$ cat config.mk
export PLATFORM = sky130hd
export DESIGN_NAME = servo_sync_write_framer_unit
export DESIGN_NICKNAME = d
export VERILOG_FILES = /design/src/rtl/ssw_pkg.sv /design/src/rtl/ssw_front.sv /design/src/rtl/ssw_queue.sv /design/src/rtl/ssw_back.sv /design/src/rtl/servo_sync_write_framer_unit.sv
export SDC_FILE = /design/constraint.sdc
export NUM_CORES = 1
export LEC_CHECK = 0
export BUFFER_PORTS_ARGS = -buffer_cell sky130_fd_sc_hd__buf_4
export CELL_PAD_IN_SITES_DETAIL_PLACEMENT = 0
export CELL_PAD_IN_SITES_GLOBAL_PLACEMENT = 1
export CORE_ASPECT_RATIO = 0.7
export CORE_MARGIN = 4
export CORE_UTILIZATION = 53
export CTS_CLUSTER_DIAMETER = 200
export DETAILED_ROUTE_END_ITERATION = 10
export PLACE_DENSITY = 0.85
export SYNTH_ARGS = -nofsm -noshare
export SYNTH_HDL_FRONTEND = slang
export SYNTH_HIERARCHICAL = 1
export SYNTH_SLANG_ARGS = --single-unit
$ cat constraint.sdc
create_clock -name clock -period 9.4 [get_ports clock]
set_clock_uncertainty 0.1 [all_clocks]
set_input_delay 0 -clock clock [delete_from_list [all_inputs] [get_ports clock]]
set_output_delay 0 -clock clock [all_outputs]
set_load 0.01 [all_outputs]
$ cat src/rtl/ssw_pkg.sv
// Package for the servo sync-write framer: packet constants, byte sequence codes,
// register indexes and the queue entry type.
// No dependencies; imported by every module of the framer.
package ssw_pkg;

   // Widths of the transaction fields and the configuration port.
   localparam int POS_W   = 10;
   localparam int SPD_W   = 10;
   localparam int BYTE_W  = 8;
   localparam int COUNT_W = 6;
   localparam int CSR_IDX_W  = 1;
   localparam int CSR_DATA_W = 8;

   // Defaults for the top-level parameters.
   localparam int MAX_SERVOS_DEF  = 32;
   localparam int QUEUE_DEPTH_DEF = 2;

   // Register reset values.
   localparam logic [COUNT_W-1:0] SERVO_COUNT_RST   = 6'd18;
   localparam logic [BYTE_W-1:0]  START_ADDRESS_RST = 8'd30;

   // Register indexes.
   localparam logic [CSR_IDX_W-1:0] CSR_SERVO_COUNT   = 1'd0;
   localparam logic [CSR_IDX_W-1:0] CSR_START_ADDRESS = 1'd1;

   // Fixed packet bytes.
   localparam logic [BYTE_W-1:0] HDR_BYTE   = 8'hFF;
   localparam logic [BYTE_W-1:0] BCAST_ID   = 8'hFE;
   localparam logic [BYTE_W-1:0] SYNC_INSTR = 8'h83;
   localparam logic [BYTE_W-1:0] DATA_LEN   = 8'h04;

   // Byte positions within the packet, in transmission order.
   typedef enum logic [3:0] {
      STEP_SYNC0  = 4'd0,
      STEP_SYNC1  = 4'd1,
      STEP_BCAST  = 4'd2,
      STEP_LEN    = 4'd3,
      STEP_INSTR  = 4'd4,
      STEP_ADDR   = 4'd5,
      STEP_DLEN   = 4'd6,
      STEP_ID     = 4'd7,
      STEP_POS_LO = 4'd8,
      STEP_POS_HI = 4'd9,
      STEP_SPD_LO = 4'd10,
      STEP_SPD_HI = 4'd11,
      STEP_CSUM   = 4'd12
   } step_type;

   // One classified entry, handed from the front to the back.
   typedef struct packed {
      logic [POS_W-1:0]  goal_position;
      logic [SPD_W-1:0]  move_speed;
      logic              first;
      logic              last;
      logic [BYTE_W-1:0] servo_id;
      logic [BYTE_W-1:0] length;
      logic [BYTE_W-1:0] address;
   } entry_type;

   // Queue status seen by the front and the back.
   typedef struct packed {
      logic full;
      logic empty;
   } queue_status_type;

endpackage

$ cat src/rtl/ssw_front.sv
// Front end of the servo sync-write framer: configuration registers, entry
// counter and classification of each accepted entry. Depends on ssw_pkg.
module ssw_front #(
   parameter int MAX_SERVOS = ssw_pkg::MAX_SERVOS_DEF
) (
   input  logic                              clock,
   input  logic                              reset,
   input  logic                              csr_write_enable,
   input  logic [ssw_pkg::CSR_IDX_W-1:0]     csr_index,
   input  logic [ssw_pkg::CSR_DATA_W-1:0]    csr_write_data,
   input  logic                              req_valid,
   output logic                              req_ready,
   input  logic [ssw_pkg::POS_W-1:0]         req_goal_position,
   input  logic [ssw_pkg::SPD_W-1:0]         req_move_speed,
   input  ssw_pkg::queue_status_type         q_status,
   output logic                              q_push,
   output ssw_pkg::entry_type                q_entry
);
   import ssw_pkg::*;

   localparam logic [COUNT_W-1:0] MAX_CNT = COUNT_W'(MAX_SERVOS);

   logic [COUNT_W-1:0] servo_count_ff;
   logic [BYTE_W-1:0]  start_address_ff;
   logic [COUNT_W-1:0] entry_ff, entry_in;
   logic [COUNT_W-1:0] count_eff;
   logic [BYTE_W-1:0]  count_x5;
   logic               is_last;

   // Configuration writes.
   always_ff @(posedge clock) begin
      if (reset) begin
         servo_count_ff   <= SERVO_COUNT_RST;
         start_address_ff <= START_ADDRESS_RST;
      end else if (csr_write_enable) begin
         case (csr_index)
            CSR_SERVO_COUNT: begin
               servo_count_ff <= csr_write_data[COUNT_W-1:0];
            end
            CSR_START_ADDRESS: begin
               start_address_ff <= csr_write_data;
            end
            default: begin
            end
         endcase
      end
   end

   // Count in force: zero acts as one, values above the limit saturate.
   always_comb begin
      if (servo_count_ff == '0) begin
         count_eff = COUNT_W'(1);
      end else if (servo_count_ff > MAX_CNT) begin
         count_eff = MAX_CNT;
      end else begin
         count_eff = servo_count_ff;
      end
   end

   assign count_x5 = (BYTE_W'(count_eff) << 2) + BYTE_W'(count_eff);
   assign is_last  = ({1'b0, entry_ff} + 7'd1) >= {1'b0, count_eff};

   // A transaction is taken whenever the queue has room.
   assign req_ready = !q_status.full;
   assign q_push    = req_valid && req_ready;

   always_comb begin
      q_entry.goal_position = req_goal_position;
      q_entry.move_speed    = req_move_speed;
      q_entry.first         = (entry_ff == '0);
      q_entry.last          = is_last;
      q_entry.servo_id      = BYTE_W'(entry_ff) + BYTE_W'(1);
      q_entry.length        = count_x5 + DATA_LEN;
      q_entry.address       = start_address_ff;
   end

   // Entry counter wraps at the end of each packet.
   always_comb begin
      entry_in = entry_ff;
      if (q_push) begin
         entry_in = is_last ? '0 : entry_ff + COUNT_W'(1);
      end
   end

   always_ff @(posedge clock) begin
      if (reset) begin
         entry_ff <= '0;
      end else begin
         entry_ff <= entry_in;
      end
   end

endmodule

$ cat src/rtl/ssw_queue.sv
// Small register queue between the front and the back of the framer.
// Depends on ssw_pkg for the entry type.
module ssw_queue #(
   parameter int DEPTH = ssw_pkg::QUEUE_DEPTH_DEF
) (
   input  logic                          clock,
   input  logic                          reset,
   input  logic                          push,
   input  ssw_pkg::entry_type            push_entry,
   input  logic                          pop,
   output ssw_pkg::entry_type            head_entry,
   output ssw_pkg::queue_status_type     status,
   output logic [$clog2(DEPTH+1)-1:0]    fill
);
   import ssw_pkg::*;

   localparam int PTR_W = (DEPTH > 1) ? $clog2(DEPTH) : 1;
   localparam int CNT_W = $clog2(DEPTH+1);

   entry_type           slot_ff [DEPTH];
   logic [PTR_W-1:0]    wr_ptr_ff, wr_ptr_in;
   logic [PTR_W-1:0]    rd_ptr_ff, rd_ptr_in;
   logic [CNT_W-1:0]    cnt_ff, cnt_in;
   logic                do_push, do_pop;

   assign status.full  = (cnt_ff == CNT_W'(DEPTH));
   assign status.empty = (cnt_ff == '0);
   assign do_push      = push && !status.full;
   assign do_pop       = pop && !status.empty;
   assign head_entry   = slot_ff[rd_ptr_ff];
   assign fill         = cnt_ff;

   // Pointer and fill count update.
   always_comb begin
      wr_ptr_in = wr_ptr_ff;
      rd_ptr_in = rd_ptr_ff;
      cnt_in    = cnt_ff;
      if (do_push) begin
         wr_ptr_in = (wr_ptr_ff == PTR_W'(DEPTH-1)) ? '0 : wr_ptr_ff + PTR_W'(1);
      end
      if (do_pop) begin
         rd_ptr_in = (rd_ptr_ff == PTR_W'(DEPTH-1)) ? '0 : rd_ptr_ff + PTR_W'(1);
      end
      if (do_push && !do_pop) begin
         cnt_in = cnt_ff + CNT_W'(1);
      end else if (do_pop && !do_push) begin
         cnt_in = cnt_ff - CNT_W'(1);
      end
   end

   always_ff @(posedge clock) begin
      if (reset) begin
         wr_ptr_ff <= '0;
         rd_ptr_ff <= '0;
         cnt_ff    <= '0;
      end else begin
         wr_ptr_ff <= wr_ptr_in;
         rd_ptr_ff <= rd_ptr_in;
         cnt_ff    <= cnt_in;
      end
   end

   // Entry storage needs no reset.
   always_ff @(posedge clock) begin
      if (do_push) begin
         slot_ff[wr_ptr_ff] <= push_entry;
      end
   end

endmodule

$ cat src/rtl/ssw_back.sv
// Back end of the servo sync-write framer: byte sequencer, checksum
// accumulator and output register. Depends on ssw_pkg.
module ssw_back (
   input  logic                          clock,
   input  logic                          reset,
   input  ssw_pkg::entry_type            head_entry,
   input  ssw_pkg::queue_status_type     q_status,
   output logic                          q_pop,
   output logic                          rsp_valid,
   input  logic                          rsp_ready,
   output logic [ssw_pkg::BYTE_W-1:0]    rsp_tx_byte,
   output logic                          rsp_last_byte
);
   import ssw_pkg::*;

   step_type           step_ff, step_in;
   logic               started_ff, started_in;
   logic [BYTE_W-1:0]  sum_ff, sum_in;
   logic               valid_ff, valid_in;
   logic [BYTE_W-1:0]  byte_ff, byte_in;
   logic               last_ff, last_in;

   step_type           cur_step;
   logic [BYTE_W-1:0]  cur_byte;
   logic               advance;
   logic               emit;
   logic               item_done;
   logic               summed;

   // The output register takes a new byte when empty or being drained.
   assign advance = !valid_ff || rsp_ready;
   assign emit    = advance && !q_status.empty;

   // A fresh entry starts at the header or at its id byte.
   always_comb begin
      if (started_ff) begin
         cur_step = step_ff;
      end else if (head_entry.first) begin
         cur_step = STEP_SYNC0;
      end else begin
         cur_step = STEP_ID;
      end
   end

   // Byte selection for the current position in the packet.
   always_comb begin
      summed = 1'b1;
      case (cur_step)
         STEP_SYNC0: begin
            cur_byte = HDR_BYTE;
            summed   = 1'b0;
         end
         STEP_SYNC1: begin
            cur_byte = HDR_BYTE;
            summed   = 1'b0;
         end
         STEP_BCAST:  cur_byte = BCAST_ID;
         STEP_LEN:    cur_byte = head_entry.length;
         STEP_INSTR:  cur_byte = SYNC_INSTR;
         STEP_ADDR:   cur_byte = head_entry.address;
         STEP_DLEN:   cur_byte = DATA_LEN;
         STEP_ID:     cur_byte = head_entry.servo_id;
         STEP_POS_LO: cur_byte = head_entry.goal_position[7:0];
         STEP_POS_HI: cur_byte = BYTE_W'(head_entry.goal_position[POS_W-1:8]);
         STEP_SPD_LO: cur_byte = head_entry.move_speed[7:0];
         STEP_SPD_HI: cur_byte = BYTE_W'(head_entry.move_speed[SPD_W-1:8]);
         STEP_CSUM: begin
            cur_byte = ~sum_ff;
            summed   = 1'b0;
         end
         default: begin
            cur_byte = '0;
            summed   = 1'b0;
         end
      endcase
   end

   // The entry is finished after its speed byte, or after the checksum.
   assign item_done = (cur_step == STEP_CSUM) ||
                      ((cur_step == STEP_SPD_HI) && !head_entry.last);
   assign q_pop     = emit && item_done;

   // Sequencer and checksum next state.
   always_comb begin
      step_in    = step_ff;
      started_in = started_ff;
      sum_in     = sum_ff;
      if (emit) begin
         if (item_done) begin
            started_in = 1'b0;
         end else begin
            started_in = 1'b1;
            step_in    = step_type'(cur_step + 4'd1);
         end
         if (cur_step == STEP_SYNC0 || cur_step == STEP_CSUM) begin
            sum_in = '0;
         end else if (summed) begin
            sum_in = sum_ff + cur_byte;
         end
      end
   end

   // Output register next state.
   always_comb begin
      valid_in = valid_ff;
      byte_in  = byte_ff;
      last_in  = last_ff;
      if (advance) begin
         valid_in = emit;
         byte_in  = cur_byte;
         last_in  = (cur_step == STEP_CSUM);
      end
   end

   always_ff @(posedge clock) begin
      if (reset) begin
         step_ff    <= STEP_SYNC0;
         started_ff <= 1'b0;
         sum_ff     <= '0;
         valid_ff   <= 1'b0;
      end else begin
         step_ff    <= step_in;
         started_ff <= started_in;
         sum_ff     <= sum_in;
         valid_ff   <= valid_in;
      end
   end

   always_ff @(posedge clock) begin
      byte_ff <= byte_in;
      last_ff <= last_in;
   end

   assign rsp_valid     = valid_ff;
   assign rsp_tx_byte   = byte_ff;
   assign rsp_last_byte = last_ff;

endmodule

$ cat src/rtl/servo_sync_write_framer_unit.sv
// The first byte of an entry passes through the queue and the output register.
// Throughput: one output byte per cycle unless rsp_ready stalls or the queue is
// empty; the byte sequencer makes an entry 5 bytes, 12 with header, 13 with checksum.
// The two-entry queue lets the front take entries while the back still sends.
// Reset (synchronous, active high) empties the queue, zeroes the entry index
// and checksum, and loads servo_count = 18 and start_address = 30.
module servo_sync_write_framer_unit #(
   parameter int MAX_SERVOS  = ssw_pkg::MAX_SERVOS_DEF,
   parameter int QUEUE_DEPTH = ssw_pkg::QUEUE_DEPTH_DEF
) (
   input  logic                              clock,
   input  logic                              reset,
   input  logic                              csr_write_enable,
   input  logic [ssw_pkg::CSR_IDX_W-1:0]     csr_index,
   input  logic [ssw_pkg::CSR_DATA_W-1:0]    csr_write_data,
   input  logic                              req_valid,
   output logic                              req_ready,
   input  logic [ssw_pkg::POS_W-1:0]         req_goal_position,
   input  logic [ssw_pkg::SPD_W-1:0]         req_move_speed,
   output logic                              rsp_valid,
   input  logic                              rsp_ready,
   output logic [ssw_pkg::BYTE_W-1:0]        rsp_tx_byte,
   output logic                              rsp_last_byte
);
   import ssw_pkg::*;

   logic                              q_push;
   logic                              q_pop;
   entry_type                         q_in_entry;
   entry_type                         q_head_entry;
   queue_status_type                  q_status;
   logic [$clog2(QUEUE_DEPTH+1)-1:0]  q_fill;

   // Front end: configuration and entry classification.
   ssw_front #(
      .MAX_SERVOS(MAX_SERVOS)
   ) u_front (
      .clock            (clock),
      .reset            (reset),
      .csr_write_enable (csr_write_enable),
      .csr_index        (csr_index),
      .csr_write_data   (csr_write_data),
      .req_valid        (req_valid),
      .req_ready        (req_ready),
      .req_goal_position(req_goal_position),
      .req_move_speed   (req_move_speed),
      .q_status         (q_status),
      .q_push           (q_push),
      .q_entry          (q_in_entry)
   );

   // Entry queue between front and back.
   ssw_queue #(
      .DEPTH(QUEUE_DEPTH)
   ) u_queue (
      .clock      (clock),
      .reset      (reset),
      .push       (q_push),
      .push_entry (q_in_entry),
      .pop        (q_pop),
      .head_entry (q_head_entry),
      .status     (q_status),
      .fill       (q_fill)
   );

   // Back end: byte sequencing and checksum.
   ssw_back u_back (
      .clock        (clock),
      .reset        (reset),
      .head_entry   (q_head_entry),
      .q_status     (q_status),
      .q_pop        (q_pop),
      .rsp_valid    (rsp_valid),
      .rsp_ready    (rsp_ready),
      .rsp_tx_byte  (rsp_tx_byte),
      .rsp_last_byte(rsp_last_byte)
   );

   // An accepted transaction is waiting in the queue on the next cycle.
   assert property (@(posedge clock) disable iff (reset)
      (req_valid && req_ready) |=> !q_status.empty)
      else $error("accepted transaction missing from queue");

   // The fill count never exceeds the queue depth.
   assert property (@(posedge clock) disable iff (reset)
      q_fill <= ($clog2(QUEUE_DEPTH+1))'(QUEUE_DEPTH))
      else $error("queue fill count out of range");

   // Finishing an entry always leaves its final byte in the output register.
   assert property (@(posedge clock) disable iff (reset)
      q_pop |=> rsp_valid)
      else $error("entry retired without an output byte");

   // The checksum byte only ends an entry that was marked last.
   assert property (@(posedge clock) disable iff (reset)
      (q_pop && !q_head_entry.last) |=> !rsp_last_byte)
      else $error("end-of-packet flag on a middle entry");

endmodule

==> run metrics <==
post-route minimum period 4430 ps; Die Width 143 microns; FMAX 0.225 GHz; core area 0.0125 sq mm; first-pass GRT wire length 23.2 mm; Placer Congestion 0.922; antenna cells 0; Syn Nets 606; Worst VDD drop 0.190 mV; Critical R2R Launch u_back/started_ff; Hold Path Depth 3; fin crit share 47.2%; Die Y 102 microns; initial antenna violation count 0; Starting Density 54.2%; # port buffers 44; initial drt markers 367; IO Count 45; largest net degree at the start of global routing 47; Hold Path End u_back/rsp_valid; Syn Inst Count 545; run status completed; final HPWL from detailed placement 9.38 mm; Setup TNS Final 0 ps; worst reg-to-reg path cell count 18; power per cell area 305 mW/mm^2; Vias 4,474; root buf cell clkbuf_16; EDFF count, synth 101; r2r endpoint u_back/sum_ff[6]; maximum capacitance violations 0; Longest Clk Path Bufs 2; clk sink count 140; gr usage total 20.6%; CP Class reg2reg; CTS tree built; critical path required time 9640 ps; Remaining Overflow, GRT 0; Post-synth ARST share 0%; DR WL/cell 18.1 microns; crit path max fanout 15; RSZ-0062 raised after global routing false; layout cells sized above 1 22.0%; CP startpoint kind flip-flop; worst relative slew slack 24.7%; H-tree depth 4; Layout Area Growth over Synthesis 18.7%; Syn. warnings 6; CP Capture Type flip-flop; Die Area 0.0146 sq mm; Fin Hold WS 209 ps; vias in the first global route 4,468; later-pin clock latency in the skew report 410 ps; Synth cell types 67; Min-Delay Path Class in2reg; Num CTS Buffers 17; Row Count 34; Util after Layout 64.3%; Seq cells post-synth 140; clock slew at reported path FFs 60 ps; drt pass-1 iters 6; Final Hold Vio Count 0; Reg2Reg Setup Slack 4970 ps; vias per cell 5.71; leakage 0.00304 uW; remaining antenna violation count 0; dominant synthesized flop cell edfxtp_1; Post-Route WL 14.2 mm; worst slew pin tran 1130 ps; sequential area share after synthesis 56.5%; number of endpoints failing setup at the final stage 0; Cell Area, Synth 0.00675 sq mm; hold path start rsp_ready; Mean Syn Cell Area 12.4 sq um; Critical Path AT 4670 ps; Final nets 670; Residual DRC 0; Slew Limit Fails 0
==> critical path, cell delays in order, from the launching register on <==
cell and delay (ps):
dfxtp_1 610, inv_1 200, nand2_1 120, o21a_1 160
inv_1 70, ha_1 350, nor2b_1 160, o21a_1 140
o21ai_0 130, a221oi_1 380, o21ai_0 240, ha_1 270
fa_1 410, a21o_1 170, a21oi_1 260, o21bai_1 100
a21oi_1 180, nand3_1 110, a31oi_1 190
==> layout make-up <==
type	instances	area, sq um
multi-input cells	335	2540
well taps	162	203
fillers	937	4440
clock buffers	20	468
flip-flops and latches	140	3810
repair buffers	89	776
inverters	26	97.6
clock inverters	12	123
==> placed cells by master, fill, tap and decap left out, drive strengths merged, types with 6 or more instances in the layout <==
cell	n
a211o	6
a21oi	32
a221oi	6
a22oi	12
and3	6
buf	46
clkbuf	20
dfxtp	39
dlygate4sd3	43
edfxtp	101
ha	25
inv	33
mux2	46
mux2i	12
nand2	31
nand2b	7
nand3	11
nor2	34
nor2b	7
nor3	9
o21ai	12
xnor2	9
xor2	6
==> state kept, by name, indices dropped and copies added (netlist names), named ones only <==
name	flops
u_queue/fill	2
u_front/entry_ff	6
u_queue/wr_ptr_ff	1
u_front/servo_count_ff	6
u_back/rsp_tx_byte	8
u_front/start_address_ff	8
u_back/started_ff	1
u_queue/slot_ff	92
u_back/step_ff	4
u_back/rsp_last_byte	1
u_back/rsp_valid	1
u_queue/rd_ptr_ff	1
u_back/sum_ff	8
==> worst max path at each step <==
| stage | start | to | slack, ps | cells after the start |
|---|---|---|---|---|
| 2_1_floorplan | flip-flop | u_back/sum_ff[7] | 5380 | 18 |
| 6_report | u_back/started_ff | u_back/sum_ff[6] | 4970 | 18 |
| 5_1_grt | u_back/started_ff | u_back/sum_ff[6] | 4520 | 18 |
| 3_3_place_gp | u_back/started_ff | u_back/sum_ff[6] | 5180 | 18 |
| 4_1_cts | u_back/started_ff | u_back/sum_ff[6] | 5020 | 18 |
| 3_5_place_dp | u_back/started_ff | u_back/sum_ff[6] | 5070 | 18 |
==> Yosys cell counts, drive strengths merged, types with 2 or more instances <==
cell type,n,area [sq um]
edfxtp,101,3030
mux2,46,518
dfxtp,39,781
buf,37,260
nor2,34,130
a21oi,32,164
nand2,31,116
inv,26,97.6
ha,25,313
a22oi,12,90.1
mux2i,12,120
o21ai,12,60.1
nand3,11,60.1
nor3,9,45.0
xnor2,9,86.3
nand2b,7,43.8
nor2b,7,48.8
a211o,6,52.6
a221oi,6,52.6
and3,6,37.5
clkbuf,6,32.5
xor2,6,52.6
a222oi,5,50.1
o2111ai,5,43.8
a211oi,4,42.5
a21o,4,30.0
a31oi,4,25.0
nor3b,4,35.0
nor4,4,25.0
o211ai,4,30.0
o21a,4,37.5
or3,3,18.8
a21boi,2,18.8
and2,2,12.5
fa,2,40.0
or3b,2,17.5
==> report_power, final <==
group	switching, uW	internal, uW
sequential	86.9	842
combinational	506	347
clock	269	394
==> stage by stage <==
step                std cells  power, uW  setup slack (ps)  instance area (sq um)
floorplan                 545       1530              5380                   6750
global placement          709       1730              5180                   7000
detailed placement        709       1760              5070                   7000
CTS                       784       2440              5020                   8020
global route              784       2600              4520                   8020
finish                    784       2450              4970                   8020
==> cell families (layout without fill, tap and decap cells) <==
group | after synthesis | count (layout) | share of synthesized area [%]
other cells | 1 | 1 | 0.0555
mux | 58 | 58 | 9.45
flops | 140 | 140 | 56.5
fa+ha+maj | 28 | 28 | 5.39
xor+xnor | 15 | 15 | 2.06
simple gates | 126 | 126 | 9.41
buf+inv | 70 | 147 | 5.96
compound gates | 107 | 107 | 11.2
==> repair_timing <==
action	4_1_cts	5_1_grt
endpoints found under the hold margin	78	0
hold buffers	43	0
buffers inserted	0	0
gates resized for setup	0	0
endpoints found under the setup margin	0	0
==> layer usage <==
metal | GRT usage, % | vias to the layer above | part of all wire, %
met3 | 4.77 | 12 | 6.2
met2 | 32.4 | 156 | 46
li1 | - | 2139 | -
met4 | 6.50 | 0 | 0.81
met1 | 28.6 | 2167 | 46
met5 | 0 | - | 0
No activity file was read; power rests on OpenSTA's default activity.
